$ cat src/hdl/imuf_pkg.sv
package imuf_pkg;

  localparam int FILTER_TAPS_DEF = 5;
  localparam int AXES = 6;
  localparam int GYRO_AXES = 3;
  localparam int SAMPLE_W = 16;
  localparam int GAIN_W = 32;
  localparam int ANGLE_W = 32;
  localparam int IN_DATA_W = AXES * SAMPLE_W;
  localparam int OUT_DATA_W = AXES * SAMPLE_W + GYRO_AXES * ANGLE_W;
  localparam int CFG_INDEX_W = 3;

  localparam logic [GAIN_W-1:0] GAIN_RESET = 32'd32786;
  // 0.98 in Q0.16
  localparam logic [15:0] ANGLE_SCALE = 16'd64225;

  // configuration register indexes
  localparam logic [CFG_INDEX_W-1:0] REG_ACCEL_OFFSET_X = 3'd0;
  localparam logic [CFG_INDEX_W-1:0] REG_ACCEL_OFFSET_Y = 3'd1;
  localparam logic [CFG_INDEX_W-1:0] REG_ACCEL_OFFSET_Z = 3'd2;
  localparam logic [CFG_INDEX_W-1:0] REG_GYRO_OFFSET_X  = 3'd3;
  localparam logic [CFG_INDEX_W-1:0] REG_GYRO_OFFSET_Y  = 3'd4;
  localparam logic [CFG_INDEX_W-1:0] REG_GYRO_OFFSET_Z  = 3'd5;
  localparam logic [CFG_INDEX_W-1:0] REG_INTEG_GAIN     = 3'd6;

  // per-cycle stage strobes from the sequencer to the lanes
  typedef struct packed {
    logic load;
    logic filt;
    logic div;
    logic quot;
    logic gmul;
    logic gsum;
    logic integ;
    logic amul;
    logic item_valid;
  } stage_ctl_t;

endpackage

$ cat src/hdl/imuf_axis_lane.sv
module imuf_axis_lane #(
  parameter int FILTER_TAPS = imuf_pkg::FILTER_TAPS_DEF
) (
  input  logic                                 clk,
  input  imuf_pkg::stage_ctl_t                 ctl,
  input  logic signed [imuf_pkg::SAMPLE_W-1:0] raw,
  input  logic signed [imuf_pkg::SAMPLE_W-1:0] offset,
  output logic signed [imuf_pkg::SAMPLE_W-1:0] filt
);

  localparam int HistLen = FILTER_TAPS - 1;
  localparam int TapSum = FILTER_TAPS * (FILTER_TAPS + 1) / 2;
  localparam int MagW = $clog2(TapSum + 1) + 15;
  localparam int SumW = MagW + 1;
  // floor(2^MagW / TapSum): quotient estimate is exact or one low
  localparam logic [MagW-1:0] Recip = MagW'((2 ** MagW) / TapSum);

  logic signed [15:0]     cur;
  logic signed [15:0]     hist [HistLen];
  logic signed [SumW-1:0] sum;
  logic [MagW-1:0]        mag;
  logic                   neg;
  logic [2*MagW-1:0]      prod;

  logic signed [16:0]     diff;
  logic signed [15:0]     corr;
  logic signed [SumW-1:0] sum_next;
  logic signed [SumW-1:0] term;
  logic [MagW-1:0]        abs_sum;
  logic [MagW-1:0]        q_est;
  logic [MagW-1:0]        rem;
  logic [MagW-1:0]        q;
  logic signed [16:0]     q_signed;

  always_comb begin
    diff = 17'(raw) - 17'(offset);
    if (diff > 17'sd32767) begin
      corr = 16'sh7fff;
    end else if (diff < -17'sd32768) begin
      corr = 16'sh8000;
    end else begin
      corr = diff[15:0];
    end
  end

  always_comb begin
    sum_next = SumW'(FILTER_TAPS) * SumW'(cur);
    for (int k = 0; k < HistLen; k++) begin
      term = SumW'(FILTER_TAPS - 1 - k) * SumW'(hist[k]);
      sum_next = sum_next + term;
    end
  end

  always_comb begin
    abs_sum = MagW'(sum[SumW-1] ? -sum : sum);
    q_est = prod[2*MagW-1:MagW];
    rem = mag - MagW'(q_est * TapSum);
    q = (rem >= MagW'(TapSum)) ? q_est + MagW'(1) : q_est;
    q_signed = neg ? -17'(q) : 17'(q);
  end

  always_ff @(posedge clk) begin
    if (ctl.load) begin
      cur <= corr;
    end
    if (ctl.filt) begin
      sum <= sum_next;
      hist[0] <= cur;
      for (int k = 1; k < HistLen; k++) begin
        hist[k] <= hist[k-1];
      end
    end
    if (ctl.div) begin
      neg <= sum[SumW-1];
      mag <= abs_sum;
      prod <= (2*MagW)'(abs_sum) * (2*MagW)'(Recip);
    end
    if (ctl.quot) begin
      filt <= ctl.item_valid ? q_signed[15:0] : 16'sd0;
    end
  end

endmodule

$ cat config.mk
export PLATFORM = sky130hd
export DESIGN_NAME = imuf_axis_lane
export DESIGN_NICKNAME = d
export VERILOG_FILES = /design/src/hdl/imuf_pkg.sv /design/src/hdl/imuf_axis_lane.sv
export SDC_FILE = /design/constraint.sdc
export NUM_CORES = 1
export LEC_CHECK = 0
export ABC_AREA = 1
export CORE_ASPECT_RATIO = 0.9
export CORE_UTILIZATION = 60
export DETAILED_ROUTE_END_ITERATION = 16
export DONT_BUFFER_PORTS = 1
export GPL_TIMING_DRIVEN = 0
export PLACE_DENSITY = 0.8
export SETUP_SLACK_MARGIN = 0.02
export SLEW_MARGIN = 10
export SYNTH_ARGS = -nofsm -noshare
export SYNTH_HDL_FRONTEND = slang
export SYNTH_SLANG_ARGS = --single-unit
$ cat constraint.sdc
create_clock -name clk -period 6.8 [get_ports clk]
set_input_delay 1.36 -clock clk [delete_from_list [all_inputs] [get_ports clk]]
set_output_delay 1.36 -clock clk [all_outputs]
set_load 0.01 [all_outputs]
After elaboration in Yosys (flattened, before gate mapping)
Memories as Yosys holds them, arrays and structs flattened.
Index checks and enable logic that the tools add are counted.
{ "classes": {"n_mul": 4, "addsub": 9, "n_mux": 6, "n_lt_le_gt_ge": 3} }
{ "op_table": {"columns": ["op", "count"], "rows": [
  ["$mux W16", 3],
  ["$mul A19 B13 Y32 const B", 1],
  ["$add A20 B16 Y20", 1],
  ["$add A20 B17 Y20", 1],
  ["$add A20 B18 Y20", 1],
  ["$add A20 B19 Y20", 1],
  ["$mul A4 B16 Y20 const A", 1],
  ["$ge A19 B4 Y1 const B", 1],
  ["$mul A16 B4 Y19 const B", 1],
  ["$mul A3 B16 Y19 const A", 1],
  ["$mux W19", 1],
  ["$neg A19 Y19", 1],
  ["$sub A19 B19 Y19", 1],
  ["$gt A17 B16 Y1 const B", 1],
  ["$lt A17 B16 Y1 const B", 1],
  ["$sub A16 B16 Y17", 1],
  ["$add A16 B1 Y16 const B", 1],
  ["$neg A16 Y16", 1],
  ["$mux W1", 2]
]} }
{ "word_totals": {"output_inout_bits": 16, "ramBits": 64, "n_memories": 1, "regBits": 104, "word_cells": 29} }
{ "mem_list": {"columns": ["name", "words", "word_bits", "read_ports", "rd_ports_with_merged_regs", "write_ports", "line", "text"], "rows": [
  ["hist", 4, 16, 4, 0, 4, "imuf_axis_lane.sv:19", "logic signed [15:0] hist [HistLen];"]
]} }

Logic depth before layout (Yosys ltp)
{ "depth": {"ltp_word": 6, "mapped_depth": 32, "depth_no_buf": 32} }

Least setup slack after synthesis
Ideal clock, no wire load.
{ "synth_timing": {"path_kind": "reg2reg", "start": "memory hist[1][2]", "end": "register sum[15], data pin", "t_arrival_ns": 4.968, "period_less_slack_ns": 5.228, "stages_incl_launch_ff": 25, "n_path_buf": 0, "setup_slack_ns": 1.572, "setup_ns": 0.260, "path_cell_list": "edfxtp_1 ha_1 inv_1 fa_1 inv_1 fa_1 inv_1 fa_1 inv_1 fa_1 ha_1 inv_1 fa_1 nand3b_1 and2_1 inv_1 a21oi_1 o21ai_0 a21o_1 a21oi_1 o21ai_0 a21oi_1 nor2_1 nor2_1 xor2_1"} }
{ "synth_rtl": {"columns": ["element", "line", "text"], "rows": [
  ["start: declaration", "imuf_axis_lane.sv:19", null],
  ["end signal: assignment", "imuf_axis_lane.sv:67", "sum <= sum_next;"],
  ["end: declaration", "imuf_axis_lane.sv:20", "logic signed [SumW-1:0] sum;"]
]} }

Final worst setup path
{ "layout_timing": {"start": "register sum[0]", "end": "register prod[33], data pin"} }
{ "layout_via": {"elab_chain_len": 3} }
{ "layout_lines": {"columns": ["element", "line", "text"], "rows": [
  ["$neg A19 Y19", "imuf_axis_lane.sv:55", "abs_sum = MagW'(sum[SumW-1] ? -sum : sum);"],
  ["$mux W19", "imuf_axis_lane.sv:55", null],
  ["via abs_sum[14]", "imuf_axis_lane.sv:29", "logic [MagW-1:0] abs_sum;"],
  ["$mul A19 B13 Y32", "imuf_axis_lane.sv:76", "prod <= (2*MagW)'(abs_sum) * (2*MagW)'(Recip);"],
  ["end signal: assignment", "imuf_axis_lane.sv:76", null],
  ["end: declaration", "imuf_axis_lane.sv:23", "logic [2*MagW-1:0] prod;"]
]} }
The timed path passes the listed nets, and every way through them passes these cells.
A chain may end at the register's enable or synchronous reset.

==> results.cfg <==
[routing]
vias = 10430
wl_per_cell_um = 15.10
vias_per_cell = 5.299
dr.pass1.iters = 6
drt_iter0_drc = 650
final_antenna_net_count = 0
drc_errors = 0
wirelength_um = 29740

[worst_setup_path]
end_kind = flip-flop
crit_arrival_ns = 6.15
critPathTopFamily = simple AND/OR/NAND/NOR gates
crit_path_frequent_cell = nand2_1
required_ns = 6.98
startpoint_type = flip-flop
slowest_delay_ns = 0.59
cp_slowest_cell = fa_1
crit_buf_inv = 5
worst-setup-path-type = reg -> reg
path_max_fanout = 4

[clock_tree]
cts_buffers = 17
clk_latency_ns = 0.43
cts_root_buf = clkbuf_16
cts_hold_buffers = 0
cts_tree = yes
cts_resized = 0
cts_sinks = 152
htree_levels = 4
clockBufferDepth = 2
postCtsSetupBuffers = 0
clk_pin_slew_ns = 0.07

[global_route]
grt_pass1_vias = 10550
overflow = 0
grt_pass1_wl_um = 49940
gr-usage-all-layers_pct = 24.42
antenna_found_initial = 0
grt_max_degree = 85

[timing]
slew_violations = 0
finalClockSkew_ns = 0.009772
tightest_slew_ns = 0.7800
finalCritPeriodShare_pct = 87.82
period_minus_slack_ns = 5.972
hold_viol_final = 0
timing.slew.headroom_pct = 47.63
rsz0062_at_grt = false
fmax_mhz = 167.4
finalSetupViolCount = 0
setup_tns_ns = 0

[cells_and_area]
diodes = 0
drive_above_1_share_pct = 6.124
post-route-util_pct = 65.93
area_delta_synth_final_pct = 6.839
final_nets = 2002
multi_input_area_sq_um = 9045
regArea_sq_um = 4564
fill_cells = 1910

[yosys]
ys_ff_latch = 152
synth_area_sq_um = 15090
synth_nets = 1983
async_flop_share_pct = 0
synth-seq-area-share_pct = 30.24
synthFlopType = edfxtp_1
ys_warn_count = 0
synthCells = 1601
yosysUniqueCellTypes = 45
syn_avg_cell_area_sq_um = 9.427
synth_edf_count = 152

[floorplanning]
die_x_um = 169.2
core-area_sq_um = 24460
num_rows = 54
die_h_um = 152.5
ios = 58
dieArea_sq_um = 25790
initial_utilization_pct = 61.71

[worst_hold_path]
min_path_type = reg -> reg

[outcome]
status = finished, final reports clean

[run]
drv_cap = 0

[placement]
hpwlAfterDp_um = 24040
portBuffers = 0
finalWeightedCongestion = 0.9113
## layout make-up
class | instances | area share (%)
Tap cell | 336 | 2.607
Sequential cell | 152 | 28.31
Multi-Input combinational cell | 1056 | 56.09
Clock buffer | 17 | 2.638
Buffer | 7 | 0.2173
Clock inverter | 15 | 1.156
Inverter | 386 | 8.985
## worst paths after layout
kind / from / end / slack, ns / depth (start not counted)
worst min register to register: hist[2][7]$_DFFE_PP_ / hist[3][7]$_DFFE_PP_ / 0.49 / 0
worst max register to register: sum[0]$_DFFE_PP_ / prod[33]$_DFFE_PP_ / 0.83 / 29
worst max-delay path: sum[0]$_DFFE_PP_ / prod[33]$_DFFE_PP_ / 0.83 / 29
worst min-delay path: hist[2][7]$_DFFE_PP_ / hist[3][7]$_DFFE_PP_ / 0.49 / 0
## logic make-up after synthesis
| logic type | share of synthesized area [%] |
|---|---|
| flops | 30.24 |
| compound gates | 5.753 |
| simple gates | 14.30 |
| xor+xnor | 4.576 |
| buf+inv | 9.832 |
| fa+ha+maj | 35.30 |
## per-stage QoR
step	cells	setup slack, ns	area [sq um]	hold slack, ns
floorplan	1601	1.572	15090	0.4480
global placement	1937	1.069	15510	0.4684
detailed placement	1937	1.020	15510	0.4741
CTS	1969	0.8829	16130	0.4866
global route	1969	0.4431	16130	0.4975
finish	1969	0.8280	16130	0.4853
## layer usage
metal	routed length [um]	global-route usage, %	up-vias
met4	742	7.550	0
met2	14850	42.11	246
met1	13090	32.00	5016
met5	0	0	-
met3	1060	3.273	63
li1	-	-	5109
## state kept, by name (all words and copies together) (netlist names)
signal,flops
hist,64
sum,20
mag,19
cur,16
filt,16
prod,16
neg,1
## cell usage in the layout (no fill, tap or decap), drive strengths merged
master	Yosys	layout
nand3	71	71
or2	2	2
bufinv	0	2
nor4	3	3
o2111ai	1	1
a31o	1	1
xor2	53	53
fa	143	143
o21bai	4	4
o21ai	50	50
nand3b	4	4
a21oi	83	83
and2	2	2
nor2	92	92
a21boi	2	2
a221oi	1	1
a211oi	2	2
a21o	4	4
a31oi	4	4
xnor2	25	25
nor3b	2	2
nor3	15	15
o31ai	4	4
buf	3	3
nand2	281	281
inv	386	392
clkbuf	4	21
a22o	1	1
o211ai	2	2
ha	197	197
edfxtp	152	152
nand4	7	7
clkinvlp	0	1
clkinv	0	6
## synth_stat cells (3+ instances only)
library cell | n | area, sq um
a31oi_1 | 4 | 25.02
inv_1 | 376 | 1411
nand3_2 | 9 | 90.09
a21o_1 | 4 | 30.03
o21ai_0 | 47 | 235.2
nand2_2 | 25 | 156.4
xor2_1 | 52 | 455.4
xnor2_1 | 25 | 219.0
o31ai_1 | 4 | 30.03
nor3_2 | 3 | 30.03
nand2_1 | 254 | 953.4
nand4_1 | 7 | 43.79
nor4_1 | 3 | 18.77
nor3_1 | 12 | 60.06
nor2_4 | 4 | 45.04
o21bai_1 | 4 | 30.03
nor2_1 | 82 | 307.8
edfxtp_1 | 152 | 4564
nand3_1 | 61 | 305.3
nand3b_1 | 4 | 30.03
inv_2 | 10 | 37.54
ha_1 | 197 | 2465
a21oi_1 | 82 | 410.4
clkbuf_1 | 4 | 15.01
nor2_2 | 6 | 37.54
fa_1 | 143 | 2863
Power is not shown: default switching activity piles up to over one toggle a cycle in this logic, so the estimate is an artifact.
