### src/hdl/imuf_pkg.sv
package imuf_pkg;

  localparam int FILTER_TAPS_DEF = 5;
  localparam int AXES = 6;
  localparam int GYRO_AXES = 3;
  localparam int SAMPLE_W = 16;
  localparam int GAIN_W = 32;
  localparam int ANGLE_W = 32;
  localparam int IN_DATA_W = AXES * SAMPLE_W;
  localparam int OUT_DATA_W = AXES * SAMPLE_W + GYRO_AXES * ANGLE_W;
  localparam int CFG_INDEX_W = 3;

  localparam logic [GAIN_W-1:0] GAIN_RESET = 32'd32786;
  // 0.98 in Q0.16
  localparam logic [15:0] ANGLE_SCALE = 16'd64225;

  // configuration register indexes
  localparam logic [CFG_INDEX_W-1:0] REG_ACCEL_OFFSET_X = 3'd0;
  localparam logic [CFG_INDEX_W-1:0] REG_ACCEL_OFFSET_Y = 3'd1;
  localparam logic [CFG_INDEX_W-1:0] REG_ACCEL_OFFSET_Z = 3'd2;
  localparam logic [CFG_INDEX_W-1:0] REG_GYRO_OFFSET_X  = 3'd3;
  localparam logic [CFG_INDEX_W-1:0] REG_GYRO_OFFSET_Y  = 3'd4;
  localparam logic [CFG_INDEX_W-1:0] REG_GYRO_OFFSET_Z  = 3'd5;
  localparam logic [CFG_INDEX_W-1:0] REG_INTEG_GAIN     = 3'd6;

  // per-cycle stage strobes from the sequencer to the lanes
  typedef struct packed {
    logic load;
    logic filt;
    logic div;
    logic quot;
    logic gmul;
    logic gsum;
    logic integ;
    logic amul;
    logic item_valid;
  } stage_ctl_t;

endpackage

### src/hdl/imuf_gyro_integ.sv
module imuf_gyro_integ (
  input  logic                                 clk,
  input  logic                                 rst,
  input  imuf_pkg::stage_ctl_t                 ctl,
  input  logic signed [imuf_pkg::SAMPLE_W-1:0] filt,
  input  logic [imuf_pkg::GAIN_W-1:0]          gain,
  output logic signed [imuf_pkg::ANGLE_W-1:0]  angle
);

  logic signed [15:0] prev;
  logic signed [33:0] plo;
  logic signed [33:0] phi;
  logic signed [63:0] inc;
  logic signed [63:0] integ;
  logic signed [33:0] ml;
  logic signed [33:0] mh;
  logic               in_range;
  logic               sign;

  logic signed [16:0] s;
  logic signed [64:0] wide;
  logic signed [63:0] integ_next;
  logic signed [50:0] scaled;
  logic signed [34:0] p;

  assign s = 17'(filt) + 17'(prev);

  // saturating 64-bit accumulate
  always_comb begin
    wide = 65'(integ) + 65'(inc);
    if (wide[64] != wide[63]) begin
      integ_next = wide[64] ? {1'b1, 63'd0} : {1'b0, {63{1'b1}}};
    end else begin
      integ_next = wide[63:0];
    end
  end

  // when in_range, integ >>> 17 fits 33 bits: split into signed high and unsigned low halves
  always_comb begin
    scaled = (51'(mh) <<< 16) + 51'(ml) + 51'sd32768;
    p = scaled[50:16];
    if (!in_range) begin
      angle = sign ? {1'b1, 31'd0} : {1'b0, {31{1'b1}}};
    end else if (p > 35'sh07fffffff) begin
      angle = {1'b0, {31{1'b1}}};
    end else if (p < -35'sh080000000) begin
      angle = {1'b1, 31'd0};
    end else begin
      angle = p[31:0];
    end
  end

  always_ff @(posedge clk) begin
    if (rst) begin
      prev <= '0;
      integ <= '0;
    end else begin
      if (ctl.gmul) begin
        prev <= filt;
      end
      if (ctl.integ) begin
        integ <= integ_next;
      end
    end
  end

  always_ff @(posedge clk) begin
    if (ctl.gmul) begin
      plo <= s * $signed({1'b0, gain[15:0]});
      phi <= s * $signed({1'b0, gain[31:16]});
    end
    if (ctl.gsum) begin
      inc <= 64'(plo) + (64'(phi) <<< 16);
    end
    if (ctl.amul) begin
      in_range <= (integ[63:49] == {15{integ[49]}});
      sign <= integ[63];
      mh <= $signed(integ[49:33]) * $signed({1'b0, imuf_pkg::ANGLE_SCALE});
      ml <= $signed({1'b0, integ[32:17]}) * $signed({1'b0, imuf_pkg::ANGLE_SCALE});
    end
  end

endmodule

### config.mk
export PLATFORM = sky130hd
export DESIGN_NAME = imuf_gyro_integ
export DESIGN_NICKNAME = d
export VERILOG_FILES = /design/src/hdl/imuf_pkg.sv /design/src/hdl/imuf_gyro_integ.sv
export SDC_FILE = /design/constraint.sdc
export NUM_CORES = 2
export LEC_CHECK = 0
export BUFFER_PORTS_ARGS = -buffer_cell sky130_fd_sc_hd__buf_4
export CELL_PAD_IN_SITES_DETAIL_PLACEMENT = 1
export CELL_PAD_IN_SITES_GLOBAL_PLACEMENT = 1
export CORE_UTILIZATION = 40
export CTS_BUF_LIST = sky130_fd_sc_hd__clkbuf_8
export CTS_CLUSTER_SIZE = 28
export DETAILED_ROUTE_END_ITERATION = 8
export PLACE_DENSITY = 0.76
export RECOVER_POWER = 50
export SLEW_MARGIN = 20
export SYNTH_ARGS = -nofsm -noshare
export SYNTH_HDL_FRONTEND = slang
export SYNTH_SLANG_ARGS = --single-unit
### constraint.sdc
create_clock -name clk -period 12.7 [get_ports clk]
set_clock_uncertainty 0.2 [all_clocks]
set_input_delay 0.635 -clock clk [delete_from_list [all_inputs] [get_ports clk]]
set_output_delay 0.635 -clock clk [all_outputs]
set_load 0.005 [all_outputs]
# After elaboration in Yosys (flattened, before gate mapping)
# Cells that the tools add are included.
dict set report totals {
  ram_bits 0
  out_inout_bits 32
  inputBits 59
  latch_bits 0
  wordCells 28
  rom_bits 0
  memories 0
  regBits 267
}
dict set report op_classes {
  n_eq_ne 2
  muxes 6
  bitwise_logic 0
  multipliers 4
  magnitude_cmp 2
  shift 0
  addsub 5
  n_reduce_logical 0
  n_div 0
}
# op n
set ops {}
lappend ops {{$mux 32} 4}
lappend ops {{$mux 64} 2}
lappend ops {{$mul 17x17->34} 2}
lappend ops {{$add 64x51->65} 1}
lappend ops {{$add 34x50->51} 1}
lappend ops {{$add 50x33->51} 1}
lappend ops {{$add 51x17->51 const B} 1}
lappend ops {{$gt 35x32->1 const B} 1}
lappend ops {{$lt 35x32->1 const B} 1}
lappend ops {{$mul 17x17->34 const B} 1}
lappend ops {{$mul 16x16->32 const B} 1}
lappend ops {{$add 16x16->17} 1}
lappend ops {{$eq 14x14->1} 1}
lappend ops {{$ne 1x1->1} 1}

# Longest topological paths before layout
dict set report logic_depth {
  depth_word 6
  mapped_depth 40
  depth_no_buf 38
}

# Worst setup path after synthesis
# No wires, ideal clock.
dict set report synth_timing {
  path_type {input port to flip-flop}
  from {in filt[0] (netlist bit)}
  to {reg phi[33] (data pin)}
  n_path_buf 3
  stages 38
  setup_slack_ps 3447
  setup_ps 260
  t_arrival_ps 8794
  required_time_ps 12240
  path_cell_list {ha_1 inv_1 fa_1 nor2b_1 o21ai_0 a21boi_0 o21ai_0 a21boi_0 o21ai_0 a21boi_0 o21ai_0 a21o_1 a211oi_1 o32ai_1 clkbuf_1 clkbuf_1 nand2_1 fa_1 [... 2 more ...] clkbuf_1 xnor2_1 xnor2_1 fa_1 fa_1 inv_1 fa_1 inv_1 ha_1 a21o_1 a21o_1 a21o_1 nand3_1 and2_1 o311a_1 o21bai_1 a21oi_1 xnor2_1}
}
dict set report synth_via {
  elab_chain_len 2
}
# element line
set synth_lines {}
lappend synth_lines {{from (decl)} imuf_gyro_integ.sv:5} ;# input logic signed [imuf_pkg::SAMPLE_W-1:0] filt,
lappend synth_lines {{$add 16x16->17} imuf_gyro_integ.sv:26} ;# assign s = 17'(filt) + 17'(prev);
lappend synth_lines {{$mul 17x17->34} imuf_gyro_integ.sv:70} ;# phi <= s * $signed({1'b0, gain[31:16]});
lappend synth_lines {{to (signal assigned)} imuf_gyro_integ.sv:70}
lappend synth_lines {{to (decl)} imuf_gyro_integ.sv:12} ;# logic signed [33:0] phi;
# No other way between the ends.
# A chain may end at the register's enable or synchronous reset.

# Final worst setup path
dict set report layout_timing {
  from {in filt[2] (netlist bit)}
  to {reg phi[33] (data pin)}
}
# The elaborated chain is that of the path after synthesis.

==> results_dict.tcl <==
set metrics [dict create \
    multi_input_comb_area_sq_um 36310 \
    cts_buffers 48 \
    proportion_of_netlist_area_held_by_the_largest_area_contributor_pct 32.32 \
    run_status "complete, but fails checks" \
    wl_microns 120500 \
    yosysMostFrequentCell "sky130_fd_sc_hd__inv_1" \
    final_min_period_over_clock_period_pct 86.94 \
    timing.setup.tns_ns 0 \
    grt_max_degree 70 \
    insertion_delay_ns 0.67 \
    synth_area_sq_um 47700 \
    port_buffers 85 \
    clock_sink_count 252 \
    dr.pass1.iters 5 \
    synth_warnings 0 \
    number_of_antenna_violations_at_the_first_check_in_global_routing 7 \
    register_area_sq_um 6766 \
    dieArea_sq_um 120600 \
    critical-path-top-cell-by-count "sky130_fd_sc_hd__fa_1" \
    cts-hold-fix-buffers 11 \
    layout-drive-gt1-share_pct 7.055 \
    setup_viol 0 \
    cts-root-buf "sky130_fd_sc_hd__clkbuf_8" \
    grt_pass1_vias 39249 \
    worst-endpoint-arrival_ns 11.23 \
    timing.max_slew.rel_slack_pct -114.6 \
    drcViolationCount 0 \
    post-cts-setup-buffers 0 \
    worst_hold_path_type "in2reg" \
    cp_endpoint_kind "flip-flop" \
    floorplan.initialDensity_pct 40.40 \
    failed_checks "max-capacitance violations, max-slew violations" \
    num_vias 34098 \
    reg2reg_setup_slack_ns 1.95 \
    synth_edf_count 172 \
    setup_repair_after_global_routing_missed_its_margin "false" \
    final.min_clock_period_ns 11.04 \
    drt-wirelength-per-cell_microns 18.34 \
    slew_violations 262 \
    fillers 13564 \
    cp_max_fo 15 \
    achievable-frequency_mhz 90.57 \
    postCtsResizedCells 0 \
    routed_antenna_nets 0 \
    synth.ff_latch_count 252 \
    synthCells 4989 \
    synth_top_cells_by_area "sky130_fd_sc_hd__fa_1 (32%), sky130_fd_sc_hd__ha_1 (15%), sky130_fd_sc_hd__edfxtp_1 (11%)" \
    design.core.area_sq_um 118100 \
    ioPinCount 91 \
    critical_path.n_buffers_inverters 6 \
    critical_path.max_stage_delay_ns 0.86 \
    area_growth_syn_to_layout_pct 7.014 \
    cts.htree.levels 2 \
    avgViaCountPerCell 5.188 \
    grt_overflow 0 \
    dp_slack_ns 1.539 \
    floorplan.rows 126 \
    cp.required_ns 12.89 \
    synth.top_cells.by_count "sky130_fd_sc_hd__inv_1 (1,090), sky130_fd_sc_hd__fa_1 (770), sky130_fd_sc_hd__ha_1 (563), sky130_fd_sc_hd__nand2_1 (357), sky130_fd_sc_hd__and2_1 (253)" \
    yosysSeqAreaShare_pct 14.19 \
    ys_dominant_reg_cell "sky130_fd_sc_hd__edfxtp_1" \
    first_iter_violations 1194 \
    netlist.top_cell.by_area "sky130_fd_sc_hd__fa_1" \
    cts-root-to-sink-buffers 3 \
    detailedPlacementHpwl_microns 97880 \
    finalWeightedCongestion 0.8609 \
    worst_path_dominant_cell_family "compound AO/OA/AOI/OAI gates" \
    track_usage_pct 20.57 \
    design.final.nets 6386 \
    worst-slew-pin-transition_ns 3.220 \
    post_synth_num_cell_types 91 \
    grt_pass1_wl_microns 201200 \
    die_width_microns 347.3 \
    startpoint_type_of_the_worst_setup_path "primary input" \
    clk_pin_slew_worst_paths_ns 0.06 \
    timing.setup.critical_path_class "in2reg" \
    syn-mean-instance-area_sq_um 9.561 \
    cap_viol_max_count 6 \
    timing_hold_violations_final 0 \
    tritoncts "yes" \
    synth-async-reset-ratio_pct 0 \
    syn-num-nets 6381 \
    die_height_microns 347.3 \
    crit_path_top_delay_cell "sky130_fd_sc_hd__xor2_2" \
    worst_slack_ns 1.659 \
]
-- registers in the layout, indices dropped and copies added, names as in the netlist --
| register | flops |
|---|---|
| in_range | 1 |
| inc | 51 |
| integ | 64 |
| mh | 34 |
| ml | 17 |
| phi | 34 |
| plo | 34 |
| prev | 16 |
| sign | 1 |
-- worst min-delay path: stages --
cell and delay [ns]:
sky130_fd_sc_hd__buf_4 0.11, sky130_fd_sc_hd__mux2i_1 0.07, sky130_fd_sc_hd__nor2_1 0.08
-- worst paths after layout --
kind	startpoint	to	cells past startpoint
worst max-delay path	filt[2]	phi[33]	36
worst min-delay path	filt[1]	prev[1]	3
worst max register to register	prev[0]	phi[33]	36
worst min register to register	plo[12]	inc[12]	0
-- routing by layer --
| metal | wire length, microns | global-route usage [%] | up-vias |
|---|---|---|---|
| met5 | 27 | 0 | - |
| li1 | - | - | 15856 |
| met1 | 52090 | 25.35 | 17576 |
| met3 | 3639 | 1.966 | 183 |
| met4 | 3343 | 6.023 | 4 |
| met2 | 61420 | 37.80 | 479 |
-- cell usage in the layout, fill, tap and decap left out, drive strengths merged, types with 57 or more instances in the layout --
cell type	netlist	layout
clkbuf	150	59
xor2	75	75
a21o	112	112
edfxtp	172	172
a211oi	80	80
inv	1090	1100
buf	18	106
a21oi	179	179
dfxtp	80	80
o21ai	124	124
ha	563	563
and2	253	253
nand2	357	357
maj3	75	75
nor2b	57	57
nand3	61	61
xnor2	183	183
fa	770	770
nor2	194	194
-- layout make-up --
cell class | count | share of cell area [%]
Antenna cell | 5 | 0.02451
Multi-Input combinational cell | 3479 | 71.13
Sequential cell | 252 | 13.26
Clock buffer | 53 | 1.429
Inverter | 1090 | 8.015
Timing Repair Buffer | 123 | 1.819
Tap cell | 1536 | 3.765
Clock inverter | 35 | 0.5638
-- cell families (layout without fill, tap and decap cells) --
group	count (synthesis)	count (layout)	share of synthesized area (%)
mux	19	19	0.4013
xor+xnor	258	258	4.753
buf+inv	1258	1301	10.03
simple gates	1106	1106	11.48
compound gates	688	688	10.33
flops	252	252	14.19
other cells	0	5	0
fa+ha+maj	1408	1408	48.82
-- through the flow --
| stage | hold slack (ns) | area, sq um | std cells | utilization (%) |
|---|---|---|---|---|
| finish | 0.06837 | 51050 | 6573 | 43.23 |
| global route | 0.04393 | 51040 | 6572 | 43.23 |
| CTS | 0.005653 | 51040 | 6568 | 43.22 |
| detailed placement | 0.2063 | 49910 | 6469 | 42.27 |
| global placement | 0.2006 | 49910 | 6469 | 42.27 |
| floorplan | 0.2003 | 47700 | 4989 | - |
Power is left out: the tool's default activity adds up to more than one toggle a clock period on the data nets, which glitch-free logic cannot reach.
